### src/rtl/scaled_fp32_to_fp16_converter_defines.svh
// Assertion macros for the scaled fp32 to fp16 converter.
// Used by the top level only; no other dependencies.
`ifndef SCALED_FP32_TO_FP16_CONVERTER_DEFINES_SVH
`define SCALED_FP32_TO_FP16_CONVERTER_DEFINES_SVH

// Same-cycle implication, checked out of reset
`define SCF_ASSERT_NOW(lbl, clk, rst, ante, cons, msg) \
   lbl: assert property (@(posedge clk) disable iff (rst) (ante) |-> (cons)) else $error(msg);

// Next-cycle implication, checked out of reset
`define SCF_ASSERT_NEXT(lbl, clk, rst, ante, cons, msg) \
   lbl: assert property (@(posedge clk) disable iff (rst) (ante) |=> (cons)) else $error(msg);

// Plain implication, also checked during reset
`define SCF_ASSERT_ALWAYS(lbl, clk, ante, cons, msg) \
   lbl: assert property (@(posedge clk) (ante) |-> (cons)) else $error(msg);

`endif

### src/rtl/scf_pkg.sv
// Shared constants and helper functions for the scaled fp32 to fp16 converter.
// No dependencies.
package scf_pkg;

   localparam int unsigned DefaultLanes = 8;
   localparam int unsigned Stages = 4;
   localparam logic [31:0] ScaleReset = 32'h3F80_0000;

   // Bit position-based count of leading zeros in a 24-bit word
   function automatic logic [4:0] lzc24(input logic [23:0] v);
      logic [4:0] cnt;
      cnt = 5'd0;
      for (int i = 0; i < 24; i++) begin
         if (v[i]) begin
            cnt = 5'(23 - i);
         end
      end
      return cnt;
   endfunction

   // Shift right with round to nearest even on the dropped bits
   function automatic logic [47:0] rne_shift(input logic [47:0] v, input logic [5:0] sh);
      logic [47:0] q;
      logic [47:0] rem;
      logic [47:0] h;
      q = v >> sh;
      rem = v & ((48'h1 << sh) - 48'h1);
      h = 48'h1 << (sh - 6'd1);
      if (sh > 6'd48) begin
         q = 48'h0;
      end else if (rem > h || (rem == h && q[0])) begin
         q = q + 48'h1;
      end
      return q;
   endfunction

endpackage

### src/rtl/scf_lane.sv
// One lane of the converter: fp32 multiply then fp32 to fp16, four register stages.
// Depends on scf_pkg.
module scf_lane (
   input  logic                       clock,
   input  logic [scf_pkg::Stages-1:0] stage_en,
   input  logic [31:0]                value,
   input  logic [31:0]                scale,
   output logic [15:0]                half
);
   import scf_pkg::*;

   // stage 1: decode, specials, normalize subnormal operands
   logic              s1_sign_ff, s1_sign_in;
   logic signed [11:0] s1_ea_ff, s1_ea_in, s1_eb_ff, s1_eb_in;
   logic [23:0]       s1_ma_ff, s1_ma_in, s1_mb_ff, s1_mb_in;
   logic              s1_byp_ff, s1_byp_in;
   logic [31:0]       s1_bval_ff, s1_bval_in;

   logic [7:0]  ea_raw, eb_raw;
   logic [22:0] ma_raw, mb_raw;
   logic        za, zb;
   logic [4:0]  lza, lzb;

   always_comb begin
      ea_raw = value[30:23];
      eb_raw = scale[30:23];
      ma_raw = value[22:0];
      mb_raw = scale[22:0];
      za = (ea_raw == 8'd0) && (ma_raw == 23'd0);
      zb = (eb_raw == 8'd0) && (mb_raw == 23'd0);
      s1_sign_in = value[31] ^ scale[31];
      s1_byp_in = 1'b1;
      s1_bval_in = {s1_sign_in, 31'd0};
      if (ea_raw == 8'hFF && ma_raw != 23'd0) begin
         s1_bval_in = value | 32'h0040_0000;
      end else if (eb_raw == 8'hFF && mb_raw != 23'd0) begin
         s1_bval_in = scale | 32'h0040_0000;
      end else if (ea_raw == 8'hFF || eb_raw == 8'hFF) begin
         s1_bval_in = (za || zb) ? 32'hFFC0_0000 : {s1_sign_in, 31'h7F80_0000};
      end else if (za || zb) begin
         s1_bval_in = {s1_sign_in, 31'd0};
      end else begin
         s1_byp_in = 1'b0;
      end
      lza = lzc24({1'b0, ma_raw});
      lzb = lzc24({1'b0, mb_raw});
      if (ea_raw == 8'd0) begin
         s1_ma_in = {1'b0, ma_raw} << lza;
         s1_ea_in = 12'sd1 - signed'({7'd0, lza});
      end else begin
         s1_ma_in = {1'b1, ma_raw};
         s1_ea_in = signed'({4'd0, ea_raw});
      end
      if (eb_raw == 8'd0) begin
         s1_mb_in = {1'b0, mb_raw} << lzb;
         s1_eb_in = 12'sd1 - signed'({7'd0, lzb});
      end else begin
         s1_mb_in = {1'b1, mb_raw};
         s1_eb_in = signed'({4'd0, eb_raw});
      end
   end

   always_ff @(posedge clock) begin
      if (stage_en[0]) begin
         s1_sign_ff <= s1_sign_in;
         s1_ea_ff   <= s1_ea_in;
         s1_eb_ff   <= s1_eb_in;
         s1_ma_ff   <= s1_ma_in;
         s1_mb_ff   <= s1_mb_in;
         s1_byp_ff  <= s1_byp_in;
         s1_bval_ff <= s1_bval_in;
      end
   end

   // stage 2: significand product and exponent sum
   logic               s2_sign_ff;
   logic signed [11:0] s2_esum_ff, s2_esum_in;
   logic [47:0]        s2_prod_ff, s2_prod_in;
   logic               s2_byp_ff;
   logic [31:0]        s2_bval_ff;

   assign s2_prod_in = 48'(s1_ma_ff) * 48'(s1_mb_ff);
   assign s2_esum_in = s1_ea_ff + s1_eb_ff;

   always_ff @(posedge clock) begin
      if (stage_en[1]) begin
         s2_sign_ff <= s1_sign_ff;
         s2_esum_ff <= s2_esum_in;
         s2_prod_ff <= s2_prod_in;
         s2_byp_ff  <= s1_byp_ff;
         s2_bval_ff <= s1_bval_ff;
      end
   end

   // stage 3: normalize and round the product to fp32
   logic [31:0]        s3_f32_ff, s3_f32_in;
   logic signed [11:0] e3, extra3;
   logic [47:0]        p3, q3;
   logic [5:0]         sh3;
   logic [7:0]         eb3;
   logic [32:0]        enc3;

   always_comb begin
      if (s2_prod_ff[47]) begin
         p3 = s2_prod_ff;
         e3 = s2_esum_ff - 12'sd126;
      end else begin
         p3 = s2_prod_ff << 1;
         e3 = s2_esum_ff - 12'sd127;
      end
      extra3 = 12'sd1 - e3;
      sh3 = 6'd24;
      eb3 = e3[7:0] - 8'd1;
      if (e3 < 12'sd1) begin
         sh3 = (extra3 > 12'sd36) ? 6'd60 : 6'd24 + extra3[5:0];
         eb3 = 8'd0;
      end
      q3 = rne_shift(p3, sh3);
      enc3 = {2'b0, eb3, 23'd0} + {8'd0, q3[24:0]};
      if (s2_byp_ff) begin
         s3_f32_in = s2_bval_ff;
      end else if (e3 >= 12'sd255 || enc3 >= 33'h0_7F80_0000) begin
         s3_f32_in = {s2_sign_ff, 31'h7F80_0000};
      end else begin
         s3_f32_in = {s2_sign_ff, enc3[30:0]};
      end
   end

   always_ff @(posedge clock) begin
      if (stage_en[2]) begin
         s3_f32_ff <= s3_f32_in;
      end
   end

   // stage 4: fp32 to fp16 with round to nearest even
   logic [15:0]        s4_half_ff, s4_half_in;
   logic               sg4;
   logic [7:0]         e4;
   logic [22:0]        m4;
   logic [23:0]        sig4;
   logic signed [11:0] h4, extra4;
   logic [5:0]         sh4;
   logic [4:0]         hb4;
   logic [47:0]        q4;
   logic [16:0]        enc4;

   always_comb begin
      sg4 = s3_f32_ff[31];
      e4 = s3_f32_ff[30:23];
      m4 = s3_f32_ff[22:0];
      sig4 = (e4 == 8'd0) ? {1'b0, m4} : {1'b1, m4};
      h4 = ((e4 == 8'd0) ? 12'sd1 : signed'({4'd0, e4})) - 12'sd112;
      extra4 = 12'sd1 - h4;
      sh4 = 6'd13;
      hb4 = h4[4:0] - 5'd1;
      if (h4 < 12'sd1) begin
         sh4 = (extra4 > 12'sd47) ? 6'd60 : 6'd13 + extra4[5:0];
         hb4 = 5'd0;
      end
      q4 = rne_shift({24'd0, sig4}, sh4);
      enc4 = {2'b0, hb4, 10'd0} + {5'd0, q4[11:0]};
      if (e4 == 8'hFF) begin
         s4_half_in = (m4 == 23'd0) ? {sg4, 15'h7C00} : {sg4, 15'h7E00 | {5'd0, m4[22:13]}};
      end else if (e4 == 8'd0 && m4 == 23'd0) begin
         s4_half_in = {sg4, 15'd0};
      end else if (h4 >= 12'sd31 || enc4 >= 17'h0_7C00) begin
         s4_half_in = {sg4, 15'h7C00};
      end else begin
         s4_half_in = {sg4, enc4[14:0]};
      end
   end

   always_ff @(posedge clock) begin
      if (stage_en[3]) begin
         s4_half_ff <= s4_half_in;
      end
   end

   assign half = s4_half_ff;

endmodule

### config.mk
export PLATFORM = sky130hd
export DESIGN_NAME = scf_lane
export DESIGN_NICKNAME = d
export VERILOG_FILES = /design/src/rtl/scaled_fp32_to_fp16_converter_defines.svh /design/src/rtl/scf_pkg.sv /design/src/rtl/scf_lane.sv
export SDC_FILE = /design/constraint.sdc
export NUM_CORES = 2
export LEC_CHECK = 0
export BUFFER_PORTS_ARGS = -buffer_cell sky130_fd_sc_hd__buf_2
export CAP_MARGIN = 40
export CORE_ASPECT_RATIO = 0.8
export CORE_MARGIN = 4
export CORE_UTILIZATION = 45
export CTS_CLUSTER_DIAMETER = 200
export DETAILED_ROUTE_END_ITERATION = 10
export PLACE_DENSITY = 0.65
export SETUP_SLACK_MARGIN = 0.15
export SLEW_MARGIN = 15
export SYNTH_ARGS = -nofsm -noshare
export SYNTH_HDL_FRONTEND = slang
export SYNTH_SLANG_ARGS = --single-unit
### constraint.sdc
create_clock -name clock -period 26.3 [get_ports clock]
set_input_delay 5.26 -clock clock [delete_from_list [all_inputs] [get_ports clock]]
set_output_delay 5.26 -clock clock [all_outputs]
set_load 0.02 [all_outputs]
Word level (Yosys, flattened, before mapping). Cells that the tools add are included.

Flip-flop bits (word level): 242. Bits of input ports: 69. Logic and storage cells: 166.

Add/sub/neg operators: 20. Multipliers: 1. Magnitude comparators: 12. Equal/unequal tests: 5. Shifts and indexed selects: 8. Multiplexer cells: 75. Bitwise operators: 3. Reductions and logical operators: 23.

Operators with widths (number): 2-to-1 mux 5 bit (47); left shift 1 x 6 -> 48 bit (first input constant) (4); 2-to-1 mux 32 bit (5); == test 48 bit (2); > comparator 48 bit (2); subtractor 48 x 1 -> 48 bit (second input constant) (2); logical NOT 23 bit (3); 2-to-1 mux 25 bit (2); bitwise AND 24 x 48 -> 48 bit (1); bitwise AND 48 bit (1); multiplier 24 x 24 -> 48 bit (1); 2-to-1 mux 48 bit (1); left shift 23 x 5 -> 24 bit (2); >> shifter 48 x 6 -> 25 bit (1); 2-to-1 mux 23 bit (2); nonzero test 23 bit (2); 2-to-1 mux 15 bit (3); 2-to-1 mux 12 bit (3); adder 31 x 25 -> 32 bit (1); >= comparator 32 x 31 -> 1 bit (second input constant) (1); 2-to-1 mux 8 bit (4); 2-to-1 mux 31 bit (1); adder 25 x 1 -> 25 bit (second input constant) (1); == test 8 bit (second input constant) (3); 32 further kinds (52).

Depth between registers and ports, before layout.
Depth in word-level cells: 25. Mapped depth: 62. Depth with buffers taken out: 52.

Least setup slack after synthesis. OpenSTA, ideal clock, no wires.

Kind: reg2reg. From: register s2_esum_ff[0]. To: register s3_f32_ff[22] (data pin). Library setup time: 0.265 ns. Arrival: 11.394 ns. Data required time: 26.035 ns. Setup slack: 14.642 ns. Cell stages (with the launch flop): 61. Buffers on the path: 12. Period minus slack after synthesis: 11.658 ns. Path through: edfxtp_1 ha_1 o21a_1 clkbuf_1 inv_2 ha_1 xnor2_1 inv_1 clkbuf_1 ha_1 nand3_1 and2_1 mux2i_1 o21ai_0 o211a_1 buf_4 buf_4 buf_2 (+25 left out) and2_1 o2111ai_1 clkbuf_1 nor4b_4 xnor2_1 ha_1 a21oi_1 or3_1 clkbuf_1 nor3_1 a21oi_1 o41ai_1 or2_2 clkbuf_1 nor2_1 and2_1 a221oi_1 nand3_1.

Cells in the longest elaborated chain, start to end: 19.

Ends and longest elaborated chain: from (decl) (RTL line scf_lane.sv:77) `logic signed [11:0] s2_esum_ff, s2_esum_in;`; from (signal assigned) (RTL line scf_lane.sv:88) `s2_esum_ff <= s2_esum_in;`; subtractor 12 x 8 -> 12 bit (on tied branches) (RTL line scf_lane.sv:109, scf_lane.sv:106); 2-to-1 mux 12 bit (*) (RTL line scf_lane.sv:104) `if (s2_prod_ff[47]) begin`; branches (longest 15 deep; another with subtractor 48 x 1 -> 48 bit); 2-to-1 mux 31 bit (*) (RTL line scf_lane.sv:122) `end else if (e3 >= 12'sd255 || enc3 >= 33'h0_7F80_0000) begin`; 2-to-1 mux 32 bit (*) (RTL line scf_lane.sv:120) `if (s2_byp_ff) begin`; via s3_f32_in[22] (RTL line scf_lane.sv:96) `logic [31:0] s3_f32_ff, s3_f32_in;`; to (signal assigned) (RTL line scf_lane.sv:131) `s3_f32_ff <= s3_f32_in;`; to (decl) (RTL line scf_lane.sv:96).

Mark *: on every way through the listed nets, which the timed path passes. A chain may end at the register's enable or synchronous reset.

Worst setup path after layout.
From: register s2_prod_ff[47]. To: register s3_f32_ff[22] (data pin).

Cells in the longest elaborated chain, start to end: 18.

Ends and longest elaborated chain: from (decl) (RTL line scf_lane.sv:78) `logic [47:0] s2_prod_ff, s2_prod_in;`; from (signal assigned) (RTL line scf_lane.sv:89) `s2_prod_ff <= s2_prod_in;`; branches (longest 16 deep; another with subtractor 48 x 1 -> 48 bit); 2-to-1 mux 31 bit (*) (RTL line scf_lane.sv:122); 2-to-1 mux 32 bit (*) (RTL line scf_lane.sv:120); via s3_f32_in[22] (RTL line scf_lane.sv:96).

Marks and branches as above.

==> impl.org <==
** Routing
- Post-route DRC :: 0
- Detailed-route vias per instance :: 6.346
- The first TritonRoute pass finished after 7 iterations.
- Highest routed metal layer :: met5
- Antenna-violating nets left :: 0
- DRT iter0 DRCs :: 4686
- In the final routed layout, each cell accounts on average for 28.01 µm.
- The detailed router placed 38619 vias in this run.
- Detailed routing placed a total of 67400 µm of wire on met2.
- Wire segments on met3 add up to 24400 µm in the final route.
- For this block, the routed nets add up to 170500 µm of wire.
- For this block, wires on met1 add up to 70820 µm.

** STA
- The routed design could run at a clock period as short as 14180 ps.
- Final Cycle Share :: 53.91%
- Highest Clock Rate :: 70.54 MHz
- Slew Limit Fails :: 0
- Setup TNS :: 0 ps
- RSZ-0062 raised after global routing :: false
- The worst pin sits at a relative slew slack of 30.15%.
- For the final database, setup skew stands at 63.54 ps.
- Final count of negative-setup-slack endpoints :: 0
- The number of hold violations in the final report came to 0.
- Transition time at the pin with the least slew margin :: 1019 ps

** Cells and area
- Area growth from synthesis to layout :: 6.315%
- Final net count :: 5678
- Counting the fill cells in the layout gives 9074.
- The post-route netlist has 7.984% of its cells at a drive strength greater than 1.
- The finished layout holds 6086 standard cells, fillers aside.

** GRT
- Summed over all layers, the global routing overflow is 0.
- The first global-routing pass estimated 250800 µm of wire.
- Via count of the first global-routing pass :: 37357
- Across every metal layer, demand over resource in global routing totals 34.12%.
- The initial antenna violation count was 7.
- Pin count of the biggest net entering global routing :: 118

** Worst setup path
- For this design, the slowest cell found on the critical path is sky130_fd_sc_hd__edfxtp_1.
- The worst register-to-register path has a setup slack of 12120 ps.
- The critical path crosses 55 cells after its start point.
- Data arrival time of the worst path :: 14570 ps
- Cell family with the largest share of critical-path delay :: simple AND/OR/NAND/NOR gates
- At the worst endpoint, the required time is 26690 ps.
- Depth of the most critical reg-to-reg path :: 55
- STA classifies the critical path startpoint as a register.
- Path type of the worst setup path :: register to register
- The critical path contains buffers and inverters numbering 10 combined.
- Max stage delay on crit path :: 680 ps
- Crit path capture type :: register
- Along the worst path, the maximum fanout reaches 52.

** Placed design
- At the end of routability-driven placement, the weighted congestion stood at 1.069.
- After detailed placement, the design holds a cell count of 6033.
- Summed over all nets, the half-perimeter wirelength after detailed placement is 131700 µm.
- The count of buffers added on input and output ports is 84.

** Worst hold path
- Hold Crit Class :: register to register
- Along the worst hold path, the cell count comes to 0.

** CTS
- Buffer cell driving the clock tree root :: sky130_fd_sc_hd__clkbuf_16
- Post-CTS repair changed the size of 0 cells.
- Insertion delay to the later sink of the worst-skew pair :: 660 ps
- Counting every sink on the clock net gives 240.
- Hold repair after CTS inserted 0 buffers.
- Reg clk slew, reported paths :: 70 ps
- Max Buffers Root-to-Sink :: 3
- In this run the post-CTS setup repair buffer count came out at 0.
- In this run the number of H-tree levels came out at 1.
- TritonCTS clock tree :: built
- CTS buffer count :: 27

** Synthesis
- The number of nets handed over by synthesis was 5723.
- After synthesis the cells add up to 42240 µm².
- After synthesis, the netlist uses 104 different library cells.
- Of the post-synthesis cell area, the dominant cell type holds 22.98%.
- Among all cell types in the netlist, the one instantiated most often is sky130_fd_sc_hd__nand2_1.
- Ys Warns :: 0
- Sorting the synthesized cells by how often they occur yields sky130_fd_sc_hd__nand2_1, sky130_fd_sc_hd__inv_1, sky130_fd_sc_hd__fa_1.
- Area leader, netlist :: sky130_fd_sc_hd__fa_1
- In this run, synthesis inferred 240 flip-flops with an integrated enable.
- Proportion of synthesized flip-flops having asynchronous set or reset :: 0%
- Synth area leaders :: sky130_fd_sc_hd__fa_1, sky130_fd_sc_hd__edfxtp_1, sky130_fd_sc_hd__ha_1
- Counting flops and latches in the post-synthesis netlist gives 240.
- Mean post-synth cell area :: 8.647 µm²
- Main synth FF type :: sky130_fd_sc_hd__edfxtp_1
- Summing the sequential cell areas from Yosys gives 17.06% of the chip area.
- After technology mapping, the gate count stands at 4885.

** Job
- Max-capacitance violation count :: 0

** Die
- Io pins :: 85
- Chip Height :: 282.0 µm
- Starting density of the core :: 45.38%
- The die covers 98870 µm².
- Cell Rows :: 100
- Die width :: 350.6 µm
- The core region is 93090 µm².

** Outcome
- The flow ran to the end, and the final reports show no timing, DRC or antenna violations.
[worst register-to-register path, delay by kind of cell, from the launching register on]
family	cells	cell delay, ps
flip-flops	1	680
AO/OA/AOI/OAI	12	2660
AND/OR/NAND/NOR	23	4600
multiplexers	2	660
adder cells (fa/ha/maj)	6	2130
XOR/XNOR	2	340
buffers and inverters	10	2890
[layout by cell type (no fill, tap or decap), types with 42 or more instances in the layout]
| master | netlist | final |
|---|---|---|
| sky130_fd_sc_hd__nand2_1 | 756 | 756 |
| sky130_fd_sc_hd__inv_1 | 550 | 550 |
| sky130_fd_sc_hd__fa_1 | 485 | 485 |
| sky130_fd_sc_hd__ha_1 | 284 | 284 |
| sky130_fd_sc_hd__nor2_1 | 252 | 252 |
| sky130_fd_sc_hd__edfxtp_1 | 240 | 240 |
| sky130_fd_sc_hd__and2_1 | 239 | 239 |
| sky130_fd_sc_hd__a21oi_1 | 198 | 197 |
| sky130_fd_sc_hd__mux2i_1 | 158 | 158 |
| sky130_fd_sc_hd__o21ai_0 | 157 | 156 |
| sky130_fd_sc_hd__buf_4 | 13 | 114 |
| sky130_fd_sc_hd__nand3_1 | 113 | 113 |
| sky130_fd_sc_hd__xnor2_1 | 94 | 94 |
| sky130_fd_sc_hd__nor3_1 | 96 | 94 |
| sky130_fd_sc_hd__buf_2 | 39 | 88 |
| sky130_fd_sc_hd__a21o_1 | 61 | 61 |
| sky130_fd_sc_hd__nand4_1 | 53 | 53 |
| sky130_fd_sc_hd__o22ai_1 | 53 | 53 |
| sky130_fd_sc_hd__a211oi_1 | 46 | 46 |
| sky130_fd_sc_hd__xor2_1 | 42 | 42 |
[per-stage QoR]
stage                     utilization (%)  setup WS (ps)  hold slack [ps]  instance area (µm²)
after floorplan                         -          14640            400.3                42240
after global placement              47.04          12620            402.3                43790
after detailed placement            47.33          12720            404.5                44060
after CTS                           48.22          12710            419.0                44890
after global routing                48.24          11490            427.7                44910
final                               48.24          12120            411.7                44910
[final cells by class]
type                       count  area [µm²]  share of cell area (%)
antenna                        2       5.005                 0.01114
clock inverter                16       126.4                  0.2814
inverter                     557        2091                   4.655
tap                         1224        1531                   3.410
multi-input combinational   3798       31730                   70.65
timing repair buffer         216        1521                   3.388
sequential                   240        7207                   16.05
clock buffer                  33       698.2                   1.555
[final timing paths]
path	to	startpoint
min	s2_bval_ff[27]$_DFFE_PP_	s1_bval_ff[27]$_DFFE_PP_
min reg2reg	s2_bval_ff[27]$_DFFE_PP_	s1_bval_ff[27]$_DFFE_PP_
max reg2reg	s3_f32_ff[22]$_DFFE_PP_	s2_prod_ff[47]$_DFFE_PP_
max	s3_f32_ff[22]$_DFFE_PP_	s2_prod_ff[47]$_DFFE_PP_
[per-layer routing]
layer	GRT usage, %	up-vias
li1	-	16759
met5	1.424	-
met1	47.79	18995
met2	47.56	2414
met4	11.26	14
met3	14.09	437
[kinds of logic (layout without fill, tap and decap cells)]
kind of cell | Yosys count | count (layout) | synth area share (%)
other | 0 | 2 | 0
adder cells (fa/ha/maj) | 769 | 769 | 31.40
AO/OA/AOI/OAI | 968 | 968 | 16.09
buffers and inverters | 847 | 822 | 7.971
XOR/XNOR | 136 | 136 | 2.820
AND/OR/NAND/NOR | 1726 | 1726 | 19.27
multiplexers | 199 | 199 | 5.397
flip-flops | 240 | 240 | 17.06
[flip-flops by register name (all words and copies together), names as in the netlist]
register and flops:
s1_ea_ff 9, s2_prod_ff 48, s2_byp_ff 1, s2_esum_ff 10, s3_f32_ff 32, s2_bval_ff 32
s1_sign_ff 1, s1_eb_ff 9, s2_sign_ff 1, s1_bval_ff 32, s1_ma_ff 24, half 16
s1_byp_ff 1, s1_mb_ff 24
Power is not shown: default switching activity piles up to over one toggle a cycle in this logic, so the estimate is an artifact.
